<file path="src/rtl/hpd_pkg.sv">
`default_nettype none
// ----------------------------------------------------------------------------
// hpd_pkg
// Types, constants and helpers shared by the HTTP packet detector modules.
// ----------------------------------------------------------------------------
package hpd_pkg;

   typedef struct packed {
      logic [7:0] data_byte;
      logic       last_byte;
   } req_word_type;

   typedef enum logic [2:0] {
      VERDICT_HTTP         = 3'd0,
      VERDICT_NOT_IPV4     = 3'd1,
      VERDICT_NOT_TCP      = 3'd2,
      VERDICT_TRUNCATED    = 3'd3,
      VERDICT_BAD_HEADER   = 3'd4,
      VERDICT_NO_SIGNATURE = 3'd5
   } verdict_type;

   typedef struct packed {
      logic        is_http;
      verdict_type verdict;
   } rsp_word_type;

   // Every length threshold lies below 142, so frame lengths are clamped to 8 bits.
   localparam int LEN_WIDTH = 8;
   localparam logic [LEN_WIDTH-1:0] LEN_MAX = '1;

   typedef struct packed {
      logic [LEN_WIDTH-1:0] frame_len;
      logic [15:0]          ether_type;
      logic [3:0]           ip_header_words;
      logic [7:0]           ip_protocol;
      logic [15:0]          datagram_length;
      logic [3:0]           tcp_header_words;
      logic [2:0]           signature_matched;
   } summary_type;

   localparam logic [7:0]  POS_ETHER_TYPE_HI = 8'd12;
   localparam logic [7:0]  POS_ETHER_TYPE_LO = 8'd13;
   localparam logic [7:0]  POS_IHL           = 8'd14;
   localparam logic [7:0]  POS_TOTAL_LEN_HI  = 8'd16;
   localparam logic [7:0]  POS_TOTAL_LEN_LO  = 8'd17;
   localparam logic [7:0]  POS_PROTOCOL      = 8'd23;
   localparam logic [7:0]  TCP_DOFF_OFFSET   = 8'd12;

   localparam logic [7:0]  ETH_LEN           = 8'd14;
   localparam logic [7:0]  ETH_IP_MIN_LEN    = 8'd34;
   localparam logic [7:0]  TCP_MIN_LEN       = 8'd20;
   localparam logic [7:0]  MIN_PAYLOAD       = 8'd7;
   localparam logic [2:0]  SIG_LEN           = 3'd4;
   localparam logic [15:0] ETHERTYPE_IPV4    = 16'h0800;
   localparam logic [7:0]  PROTOCOL_TCP      = 8'd6;
   localparam logic [3:0]  MIN_HEADER_WORDS  = 4'd5;

   localparam int QUEUE_DEPTH     = 4;
   localparam int QUEUE_PTR_WIDTH = 2;

   function automatic logic [7:0] sig_byte(input logic [1:0] idx);
      logic [7:0] b;
      case (idx)
         2'd0:    b = 8'h48;
         2'd1:    b = 8'h54;
         2'd2:    b = 8'h54;
         default: b = 8'h50;
      endcase
      return b;
   endfunction

endpackage
`default_nettype wire

</file>
<file path="src/rtl/hpd_front.sv">
`default_nettype none
// ----------------------------------------------------------------------------
// hpd_front
// Byte parser: tracks the frame offset, captures header fields and the
// signature match, and pushes one frame summary on the final byte.
// ----------------------------------------------------------------------------
module hpd_front import hpd_pkg::*; #(
   parameter int OFFSET_WIDTH = 16
) (
   input  wire logic         clock,
   input  wire logic         reset,
   input  wire logic         req_valid,
   output logic              req_ready,
   input  wire req_word_type req_word,
   output logic              push_valid,
   input  wire logic         push_ready,
   output summary_type       push_word
);

   logic [OFFSET_WIDTH-1:0] offset_ff, offset_in;
   logic [15:0]             ether_type_ff, ether_type_in;
   logic [3:0]              ihl_ff, ihl_in;
   logic [7:0]              protocol_ff, protocol_in;
   logic [15:0]             total_len_ff, total_len_in;
   logic [3:0]              doff_ff, doff_in;
   logic [2:0]              sig_ff, sig_in;

   logic                    accept;
   logic                    pos_low;
   logic [7:0]              pos;
   logic [7:0]              tcp_start;
   logic [7:0]              doff_pos;
   logic [7:0]              pay_start;
   logic [7:0]              sig_idx;
   logic                    in_sig;
   logic [LEN_WIDTH-1:0]    frame_len;
   logic [7:0]              b;

   assign req_ready = push_ready;
   assign accept    = req_valid && push_ready;
   assign b         = req_word.data_byte;
   assign pos_low   = (offset_ff[OFFSET_WIDTH-1:LEN_WIDTH] == '0);
   assign pos       = offset_ff[LEN_WIDTH-1:0];
   assign tcp_start = ETH_LEN + {2'b00, ihl_ff, 2'b00};
   assign doff_pos  = tcp_start + TCP_DOFF_OFFSET;
   assign pay_start = tcp_start + {2'b00, doff_ff, 2'b00};
   assign sig_idx   = pos - pay_start;
   assign in_sig    = pos_low && (ihl_ff >= MIN_HEADER_WORDS) &&
                      (doff_ff >= MIN_HEADER_WORDS) && (pos >= pay_start) &&
                      (sig_idx < 8'd4);

   always_comb begin
      ether_type_in = ether_type_ff;
      ihl_in        = ihl_ff;
      protocol_in   = protocol_ff;
      total_len_in  = total_len_ff;
      doff_in       = doff_ff;
      sig_in        = sig_ff;
      if (pos_low && pos == POS_ETHER_TYPE_HI) begin
         ether_type_in[15:8] = b;
      end
      if (pos_low && pos == POS_ETHER_TYPE_LO) begin
         ether_type_in[7:0] = b;
      end
      if (pos_low && pos == POS_IHL) begin
         ihl_in = b[3:0];
      end
      if (pos_low && pos == POS_TOTAL_LEN_HI) begin
         total_len_in[15:8] = b;
      end
      if (pos_low && pos == POS_TOTAL_LEN_LO) begin
         total_len_in[7:0] = b;
      end
      if (pos_low && pos == POS_PROTOCOL) begin
         protocol_in = b;
      end
      if (pos_low && (ihl_ff >= MIN_HEADER_WORDS) && pos == doff_pos) begin
         doff_in = b[7:4];
      end
      if (in_sig && sig_ff == sig_idx[2:0] && b == sig_byte(sig_idx[1:0])) begin
         sig_in = sig_idx[2:0] + 3'd1;
      end
      offset_in = offset_ff;
      if (offset_ff != '1) begin
         offset_in = offset_ff + 1'b1;
      end
      if (!pos_low || pos == LEN_MAX) begin
         frame_len = LEN_MAX;
      end else begin
         frame_len = pos + 8'd1;
      end
   end

   assign push_valid = accept && req_word.last_byte;
   assign push_word  = '{frame_len:         frame_len,
                         ether_type:        ether_type_in,
                         ip_header_words:   ihl_in,
                         ip_protocol:       protocol_in,
                         datagram_length:   total_len_in,
                         tcp_header_words:  doff_in,
                         signature_matched: sig_in};

   always_ff @(posedge clock) begin
      if (reset || (accept && req_word.last_byte)) begin
         offset_ff     <= '0;
         ether_type_ff <= '0;
         ihl_ff        <= '0;
         protocol_ff   <= '0;
         total_len_ff  <= '0;
         doff_ff       <= '0;
         sig_ff        <= '0;
      end else if (accept) begin
         offset_ff     <= offset_in;
         ether_type_ff <= ether_type_in;
         ihl_ff        <= ihl_in;
         protocol_ff   <= protocol_in;
         total_len_ff  <= total_len_in;
         doff_ff       <= doff_in;
         sig_ff        <= sig_in;
      end
   end

   a_clear_after_last: assert property (@(posedge clock) disable iff (reset)
      (accept && req_word.last_byte) |=> (offset_ff == '0 && sig_ff == '0))
      else $error("parser state not cleared after final word");

   a_sig_bounded: assert property (@(posedge clock) disable iff (reset)
      sig_ff <= SIG_LEN)
      else $error("signature count out of range");

endmodule
`default_nettype wire

</file>
<file path="src/rtl/hpd_queue.sv">
`default_nettype none
// ----------------------------------------------------------------------------
// hpd_queue
// Short first-in first-out queue of frame summaries between parser and judge.
// ----------------------------------------------------------------------------
module hpd_queue import hpd_pkg::*; (
   input  wire logic        clock,
   input  wire logic        reset,
   input  wire logic        push_valid,
   output logic             push_ready,
   input  wire summary_type push_word,
   output logic             pop_valid,
   input  wire logic        pop_ready,
   output summary_type      pop_word
);

   summary_type                entry_ff [QUEUE_DEPTH];
   logic [QUEUE_PTR_WIDTH-1:0] wr_ptr_ff, wr_ptr_in;
   logic [QUEUE_PTR_WIDTH-1:0] rd_ptr_ff, rd_ptr_in;
   logic [QUEUE_PTR_WIDTH:0]   count_ff, count_in;
   logic                       push_fire;
   logic                       pop_fire;

   assign push_ready = (count_ff != QUEUE_PTR_WIDTH'(0) + (QUEUE_PTR_WIDTH+1)'(QUEUE_DEPTH));
   assign pop_valid  = (count_ff != '0);
   assign pop_word   = entry_ff[rd_ptr_ff];
   assign push_fire  = push_valid && push_ready;
   assign pop_fire   = pop_valid && pop_ready;

   always_comb begin
      wr_ptr_in = wr_ptr_ff + QUEUE_PTR_WIDTH'(push_fire);
      rd_ptr_in = rd_ptr_ff + QUEUE_PTR_WIDTH'(pop_fire);
      count_in  = count_ff + (QUEUE_PTR_WIDTH+1)'(push_fire)
                           - (QUEUE_PTR_WIDTH+1)'(pop_fire);
   end

   always_ff @(posedge clock) begin
      if (push_fire) begin
         entry_ff[wr_ptr_ff] <= push_word;
      end
   end

   always_ff @(posedge clock) begin
      if (reset) begin
         wr_ptr_ff <= '0;
         rd_ptr_ff <= '0;
         count_ff  <= '0;
      end else begin
         wr_ptr_ff <= wr_ptr_in;
         rd_ptr_ff <= rd_ptr_in;
         count_ff  <= count_in;
      end
   end

   a_count_bounded: assert property (@(posedge clock) disable iff (reset)
      count_ff <= (QUEUE_PTR_WIDTH+1)'(QUEUE_DEPTH))
      else $error("queue count exceeds depth");

   a_ptr_gap: assert property (@(posedge clock) disable iff (reset)
      (count_ff != (QUEUE_PTR_WIDTH+1)'(QUEUE_DEPTH)) |->
      (wr_ptr_ff - rd_ptr_ff) == count_ff[QUEUE_PTR_WIDTH-1:0])
      else $error("queue pointers disagree with count");

endmodule
`default_nettype wire

</file>
<file path="src/rtl/hpd_back.sv">
`default_nettype none
// ----------------------------------------------------------------------------
// hpd_back
// Judge: turns a frame summary into a verdict and holds it in the output
// register until the result word is taken.
// ----------------------------------------------------------------------------
module hpd_back import hpd_pkg::*; (
   input  wire logic        clock,
   input  wire logic        reset,
   input  wire logic        pop_valid,
   output logic             pop_ready,
   input  wire summary_type pop_word,
   output logic             rsp_valid,
   input  wire logic        rsp_ready,
   output rsp_word_type     rsp_word
);

   logic                rsp_valid_ff, rsp_valid_in;
   rsp_word_type        rsp_word_ff, rsp_word_in;
   logic [5:0]          ip_len;
   logic [5:0]          tcp_len;
   logic [7:0]          tcp_start;
   logic signed [17:0]  pay_len;
   verdict_type         verdict;
   logic                load;

   assign ip_len    = {pop_word.ip_header_words, 2'b00};
   assign tcp_len   = {pop_word.tcp_header_words, 2'b00};
   assign tcp_start = ETH_LEN + {2'b00, ip_len};
   assign pay_len   = $signed({2'b00, pop_word.datagram_length})
                    - $signed({12'd0, ip_len}) - $signed({12'd0, tcp_len});

   always_comb begin
      if (pop_word.frame_len < ETH_LEN) begin
         verdict = VERDICT_TRUNCATED;
      end else if (pop_word.ether_type != ETHERTYPE_IPV4) begin
         verdict = VERDICT_NOT_IPV4;
      end else if (pop_word.frame_len < ETH_IP_MIN_LEN) begin
         verdict = VERDICT_TRUNCATED;
      end else if (pop_word.ip_protocol != PROTOCOL_TCP) begin
         verdict = VERDICT_NOT_TCP;
      end else if (pop_word.ip_header_words < MIN_HEADER_WORDS) begin
         verdict = VERDICT_BAD_HEADER;
      end else if (pop_word.frame_len < tcp_start + TCP_MIN_LEN) begin
         verdict = VERDICT_TRUNCATED;
      end else if (pop_word.tcp_header_words < MIN_HEADER_WORDS) begin
         verdict = VERDICT_BAD_HEADER;
      end else if (pay_len < $signed({10'd0, MIN_PAYLOAD})) begin
         verdict = VERDICT_BAD_HEADER;
      end else if (pop_word.frame_len < tcp_start + {2'b00, tcp_len} + MIN_PAYLOAD) begin
         verdict = VERDICT_TRUNCATED;
      end else if (pop_word.signature_matched == SIG_LEN) begin
         verdict = VERDICT_HTTP;
      end else begin
         verdict = VERDICT_NO_SIGNATURE;
      end
   end

   assign pop_ready = !rsp_valid_ff || rsp_ready;
   assign load      = pop_valid && pop_ready;

   always_comb begin
      rsp_valid_in = rsp_valid_ff;
      rsp_word_in  = rsp_word_ff;
      if (load) begin
         rsp_valid_in        = 1'b1;
         rsp_word_in.is_http = (verdict == VERDICT_HTTP);
         rsp_word_in.verdict = verdict;
      end else if (rsp_ready) begin
         rsp_valid_in = 1'b0;
      end
   end

   always_ff @(posedge clock) begin
      if (reset) begin
         rsp_valid_ff <= 1'b0;
      end else begin
         rsp_valid_ff <= rsp_valid_in;
      end
   end

   always_ff @(posedge clock) begin
      rsp_word_ff <= rsp_word_in;
   end

   assign rsp_valid = rsp_valid_ff;
   assign rsp_word  = rsp_word_ff;

   a_http_flag: assert property (@(posedge clock) disable iff (reset)
      rsp_valid_ff |-> (rsp_word_ff.is_http == (rsp_word_ff.verdict == VERDICT_HTTP)))
      else $error("is_http disagrees with verdict");

endmodule
`default_nettype wire

</file>
<file path="src/rtl/http_packet_detector.sv">
`default_nettype none
// ----------------------------------------------------------------------------
// http_packet_detector
// Parses Ethernet/IPv4/TCP frames one byte per word and reports whether the
// TCP payload starts with "HTTP", with one verdict word per frame.
// ----------------------------------------------------------------------------
// Throughput: one frame byte per cycle while the summary queue has room;
// one verdict per cycle while rsp_ready is high. A frame's summary enters
// the queue, then the judge loads its verdict into the output register.
// A four-entry summary queue lets the parser run while results are held.
// Reset is synchronous and clears the parser, the queue and the result valid.
module http_packet_detector import hpd_pkg::*; #(
   parameter int OFFSET_WIDTH = 16
) (
   input  wire logic         clock,
   input  wire logic         reset,
   input  wire logic         req_valid,
   output logic              req_ready,
   input  wire req_word_type req_word,
   output logic              rsp_valid,
   input  wire logic         rsp_ready,
   output rsp_word_type      rsp_word
);

   logic        push_valid;
   logic        push_ready;
   summary_type push_word;
   logic        pop_valid;
   logic        pop_ready;
   summary_type pop_word;

   hpd_front #(
      .OFFSET_WIDTH(OFFSET_WIDTH)
   ) u_front (
      .clock      (clock),
      .reset      (reset),
      .req_valid  (req_valid),
      .req_ready  (req_ready),
      .req_word   (req_word),
      .push_valid (push_valid),
      .push_ready (push_ready),
      .push_word  (push_word)
   );

   hpd_queue u_queue (
      .clock      (clock),
      .reset      (reset),
      .push_valid (push_valid),
      .push_ready (push_ready),
      .push_word  (push_word),
      .pop_valid  (pop_valid),
      .pop_ready  (pop_ready),
      .pop_word   (pop_word)
   );

   hpd_back u_back (
      .clock     (clock),
      .reset     (reset),
      .pop_valid (pop_valid),
      .pop_ready (pop_ready),
      .pop_word  (pop_word),
      .rsp_valid (rsp_valid),
      .rsp_ready (rsp_ready),
      .rsp_word  (rsp_word)
   );

endmodule
`default_nettype wire
</file>
<file path="config.mk">
export PLATFORM = sky130hd
export DESIGN_NAME = http_packet_detector
export DESIGN_NICKNAME = d
export VERILOG_FILES = /design/src/rtl/hpd_pkg.sv /design/src/rtl/hpd_front.sv /design/src/rtl/hpd_queue.sv /design/src/rtl/hpd_back.sv /design/src/rtl/http_packet_detector.sv
export SDC_FILE = /design/constraint.sdc
export NUM_CORES = 1
export LEC_CHECK = 0
export BUFFER_PORTS_ARGS = -buffer_cell sky130_fd_sc_hd__buf_2
export CORE_MARGIN = 4
export CORE_UTILIZATION = 44
export CTS_CLUSTER_DIAMETER = 80
export DETAILED_ROUTE_END_ITERATION = 10
export GPL_TIMING_DRIVEN = 0
export PLACE_DENSITY = 0.59
export SLEW_MARGIN = 15
export SYNTH_ARGS = -nofsm -noshare
export SYNTH_HDL_FRONTEND = slang
export SYNTH_HIERARCHICAL = 1
export SYNTH_SLANG_ARGS = --single-unit
export TNS_END_PERCENT = 5
</file>
<file path="constraint.sdc">
create_clock -name clock -period 12.65 [get_ports clock]
set_input_delay 1.265 -clock clock [delete_from_list [all_inputs] [get_ports clock]]
set_output_delay 1.265 -clock clock [all_outputs]
set_load 0.01 [all_outputs]
</file>
After elaboration in Yosys (flattened, before gate mapping) --
Memories as Yosys holds them, arrays and structs flattened. A register that Yosys moved wholly into a read port is not among the register bits. Index checks and enable logic that the tools add are counted. Widths: inputs -> output; s select.
Cells by class: eq/ne operators 17, $lt $le $gt $ge 11, multipliers 0, add/sub/neg operators 17, mux-type cells 25, reductions and logical operators 29, shifts and indexed selects 0, bitwise operators 0, div/mod/pow operators 0
Operator list (count):
- $mux 8 | 6
- $mux 3 | 11
- $eq 8x4->1 const B | 3
- $eq 8x5->1 const B | 3
- $lt 18x4->1 const B | 1
- $sub 18x7->18 | 1
- $logic_and 1x1->1 | 17
- $sub 16x6->17 | 1
- $add 16x1->16 const B | 1
- $add 8x6->8 | 2
- $lt 8x8->1 | 2
- $ne 16x12->1 const B | 1
- $ne 16x16->1 const B | 1
- $add 4x6->7 const A | 2
- $pmux 5 s2 | 1
- $add 8x1->8 const B | 1
- $add 8x3->8 const B | 1
- $add 8x4->8 const B | 1
- $add 8x5->8 const B | 1
- $eq 8x7->1 | 1
- $eq 8x8->1 | 1
- $eq 8x8->1 const B | 1
- $ge 4x3->1 const B | 2
- $ge 8x8->1 | 1
- 27 further kinds | 36
Word-level totals: RAM bits 236, bits of input ports 13, register bits 79, logic and storage cells 113, ROM bits 0, output and inout port bits 6, memories kept 1, latch bits 0
Memory list:
- u_queue.entry_ff | depth 4, bits a word 59, read ports 1, clocked after memory_dff 1, write ports 1, line hpd_queue.sv:17 | summary_type entry_ff [QUEUE_DEPTH];

Logic depth before layout (Yosys ltp) --
depth after elaboration 14, mapped depth 17, mapped depth without buffers 15

Modules after synthesis --
The synthesis kept the hierarchy.
Modules (own cells, without submodules):
- hpd_queue | times used 1, area an instance 8883.5 µm², cells an instance 344, seq. area each 7226.9 µm²
- hpd_front | times used 1, area an instance 4410.5 µm², cells an instance 516, seq. area each 1341.3 µm²
- hpd_back | times used 1, area an instance 1547.7 µm², cells an instance 192, seq. area each 140.1 µm²

Least setup slack after synthesis --
Ideal clock, no wire load.
path kind input to register, start point input port req_word[0] (netlist bit), end point memory u_queue/entry_ff[1][0] (netlist bit) (enable), path slack 6202 ps, path buffers 0, stages 3, required time 12089 ps, data arrival time 5887 ps, setup time 561 ps, cell sequence and3_1 > nand2_4 > nor3b_1
Between the ends: cells in the longest elaborated chain, start to end 4
RTL lines:
- start: declaration | line http_packet_detector.sv:19 | input wire req_word_type req_word,
- $logic_and 1x1->1 | line hpd_front.sv:94 | assign push_valid = accept && req_word.last_byte;
- $logic_and 1x1->1 | line hpd_queue.sv:27 | assign push_fire = push_valid && push_ready;
- $mux 1 | line hpd_queue.sv:38 | if (push_fire) begin
- $mux 1 (not written as such) | line hpd_queue.sv:39 | entry_ff[wr_ptr_ff] <= push_word;
- end: declaration | line hpd_queue.sv:17
No other way between the ends.

==> impl_results.md <==
* Placeable core region at 32,870 sq um
* Boundary Pins at 19
* Most frequent standard cell in the layout excluding fill and tap cells: edfxtp_1
* GPL Wtd Cong at 0.8824
* Global-route track usage on met1 at 27.92%
* Height of the die at 191.7 microns
* Number of warnings reported in the yosys synthesis log at 6
* Placed cell area at 15,750 sq um
* Synth Cell Area at 14,840 sq um
* Max Cap Violations at 0
* Cell seen most often among critical-path stages: ha_1
* Synth async-reset ratio at 0%
* # port buffers at 18
* Fmax at 209.5 MHz
* Flip-flop and latch count after synthesis at 315
* Number of hold violations in the final report at 0
* Post-Route Skew at 0.01744 ns
* Fill cells at 2,849
* Share of final-layout standard cells stronger than drive strength 1 at 21.37%
* Status: complete, no violations
* Count of cells resized by post-cts repair at 0
* Maximum ir drop on the vdd rail at 136.0 uV
* Number of antenna violations at the first check in global routing at 1
* Later-pin clock latency in the skew report at 0.51 ns
* Kind of start point of the critical path: flop
* Count of flip-flops with a built-in enable after synthesis at 240
* Total half-perimeter wirelength after legalization and detailed placement at 24.47 mm
* Root buffer cell: clkbuf_16
* CP arrival at 5.02 ns
* Overflow after GRT at 0
* Syn_area_per_cell at 14.11 sq um
* Hold-fix buffer count after cts at 0
* Power Dens Cells at 190.0 nW/um^2
* Met3 Resource Use GR at 2.381%
* Final instance area at 16,780 sq um
* Number of DRC markers in iteration 0 at 647
* Worst Setup Path Type: reg -> reg
* Synth cell types at 80
* Via count of the first global-routing pass at 8,852
* Adder-cell share of the synthesized area at 5.024%
* Final setup fails at 0
* Number of diodes added for antenna fixing at 0
* Period utilisation layout at 37.74%
* Unrepaired setup endpoints after global routing: false
* Min cycle time layout at 4.774 ns
* TritonCTS clock tree: done
* Detail-routed net length per standard cell at 21.19 microns
* Busiest layer in global routing: met2
* Routed Antenna Nets at 0
* Total clock buffers created by CTS at 34
* Vias at 8,962
* Synthesized Nets at 1,121
* Share of cell area taken by muxes after synthesis at 14.73%
* Type of the tightest min-delay check: reg -> reg
* Slew at the pin closest to its max-slew limit at 0.9078 ns
* Count of clock tree sinks at 315
* Wire length of the first global-routing pass at 52.45 mm
* Die span in x at 191.7 microns
* DRT Pass-1 Iters at 5
* Routed WL at 33.87 mm
* Required time at the worst-slack endpoint at 12.89 ns
* Commonest non-fill, non-tap cells in the layout: 240 x edfxtp_1, 75 x dfxtp_1, 74 x nor2_1, 68 x nand2_1, 59 x mux4_2
* Pin count of the biggest net entering global routing at 33
* FP Rows at 66
* Initial Util at 45.16%
* Die ar. at 36,730 sq um
* Maximum root-to-sink buffer count at 3
* Global router's overall resource usage at 18.59%
* Met2 global-route usage at 29.20%
* # H-tree levels at 2
* Final number of max-transition violations at 0
* Cell Chain, Critical Path: clkbuf_1 > inv_1 > ha_1 > xnor2_1 > ha_1 > nand3_1 > nand2_1 > xor2_1 > ha_1 > nand2_1 > a211oi_1 > or3b_4 > a2111oi_4 > and2_4 > mux2_4
* Setup total negative slack at 0 ns
* Stage delay of the slowest cell on the critical path at 0.46 ns
* Simple-gate share of the synthesized area at 10.07%
* Category of the worst setup path capture point: flop
* Number of instances in the synthesized netlist at 1,052
* Sequential cell area fraction in the yosys report at 58.67%
* Xor and xnor fraction of the mapped netlist area at 3.246%
* Max Fanout on Critical Path at 9
* Net count of the finished layout at 1,200
* Max-slew headroom at the worst pin at 39.15%
* Routed vias/inst at 5.608
* Synth-to-layout area growth at 13.08%
* Total leakage power at 5.813 nW
* Total power at 3.188 mW
* Library cell contributing the largest single delay on the critical path: or3b_4
* Compound-Gate Fraction of Synth Area at 5.530%
* Clock slew seen by the registers of the worst setup and hold paths at 0.06 ns
* DRC at 0
* Combinational family with the most area after synthesis: multiplexers
* Most used flip-flop cell after synthesis: edfxtp_1
* Setup fix buffers added after clock tree synthesis at 0
[power by group]
group	internal (mW)	switching, mW	total (mW)	leakage [nW]
registers	1.16	0.0185	1.18	2.77
clock network	0.538	0.383	0.921	0.498
logic	0.500	0.587	1.09	2.54
total	2.20	0.988	3.19	5.81
[cells in the mapped netlist (9+ instances only)]
| library cell | n | area (sq um) |
|---|---|---|
| nand3_1 | 19 | 95.09 |
| and3_1 | 9 | 56.30 |
| xnor2_1 | 33 | 289.0 |
| nand2_1 | 68 | 255.2 |
| mux4_2 | 59 | 1329 |
| ha_1 | 50 | 625.6 |
| nor4_1 | 9 | 56.30 |
| nand4_1 | 14 | 87.58 |
| nor2_1 | 74 | 277.8 |
| mux2i_1 | 29 | 290.3 |
| xor2_1 | 22 | 192.7 |
| mux2_2 | 49 | 551.8 |
| nand2b_1 | 9 | 56.30 |
| clkbuf_1 | 29 | 108.9 |
| a21oi_1 | 41 | 205.2 |
| o21ai_0 | 21 | 105.1 |
| dfxtp_1 | 75 | 1501 |
| edfxtp_1 | 240 | 7207 |
| inv_1 | 34 | 127.6 |
| nor3_1 | 14 | 70.07 |
| buf_2 | 9 | 45.04 |
[registers in the layout, summed over array words and instances (netlist names)]
| signal | count |
|---|---|
| u_front/protocol_ff | 8 |
| u_queue/wr_ptr_ff | 2 |
| u_front/ether_type_ff | 16 |
| u_back/rsp_valid | 1 |
| u_front/total_len_ff | 16 |
| u_front/doff_ff | 4 |
| u_queue/rd_ptr_ff | 2 |
| u_queue/count_ff | 3 |
| u_front/sig_ff | 3 |
| u_queue/entry_ff | 236 |
| u_back/rsp_word | 4 |
| u_front/ihl_ff | 4 |
| u_front/offset_ff | 16 |
[final timing paths]
| path | cells after the start | slack, ns | endpoint | startpoint |
|---|---|---|---|---|
| setup reg to reg | 15 | 7.88 | u_queue/entry_ff[0][0]$_DFFE_PP_ | u_front/ihl_ff[0]$_SDFFE_PP0P_ |
| setup / recovery | 15 | 7.88 | u_queue/entry_ff[0][0]$_DFFE_PP_ | u_front/ihl_ff[0]$_SDFFE_PP0P_ |
| hold / removal | 2 | 0.45 | u_front/ether_type_ff[14]$_SDFFE_PP0P_ | u_front/ether_type_ff[14]$_SDFFE_PP0P_ |
| hold reg to reg | 2 | 0.45 | u_front/ether_type_ff[14]$_SDFFE_PP0P_ | u_front/ether_type_ff[14]$_SDFFE_PP0P_ |
[cell type report]
cell class	count	area, sq um	share of cell area [%]
sequential	315	8708	51.89
multi-input combinational	652	5749	34.26
clock buffer	50	942.2	5.614
buffer	50	270.3	1.610
timing repair buffer	43	339.1	2.020
clock inverter	11	86.33	0.5144
inverter	35	133.9	0.7977
tap	442	553.0	3.295
[logic make-up after synthesis]
| logic type | count (synthesis) |
|---|---|
| AOI/OAI and AO/OA | 122 |
| xor gates and xnor gates | 55 |
| adders and majority gates | 56 |
| buffers and inverters | 85 |
| DFF | 315 |
| muxes | 138 |
| and+or+nand+nor | 281 |
[routing by layer]
layer	routed length, microns	part of all wire, %
met1	16180	48
met2	15710	46
met3	1435	4.2
met4	537	1.6
met5	0	0
[stage by stage]
stage / cells / util [%] / hold WS (ns) / setup WS (ns)
final: 1598 / 51.06 / 0.4458 / 7.876
after global routing: 1598 / 51.06 / 0.4752 / 7.615
after CTS: 1598 / 51.06 / 0.4515 / 7.898
after detailed placement: 1537 / 47.93 / 0.4435 / 7.911
after global placement: 1512 / 47.11 / 0.4347 / 2.132
after floorplan: 1052 / - / 0.4284 / 6.202
[critical path: cells and delay by family (launching register included)]
kind / cells / cell delay, ns
xor+xnor: 2 / 0.59
flops: 1 / 0.33
mux: 1 / 0.32
buf+inv: 2 / 0.52
simple gates: 5 / 0.99
compound gates: 2 / 0.73
fa+ha+maj: 3 / 1.04
(Power assumes the default switching activity.)
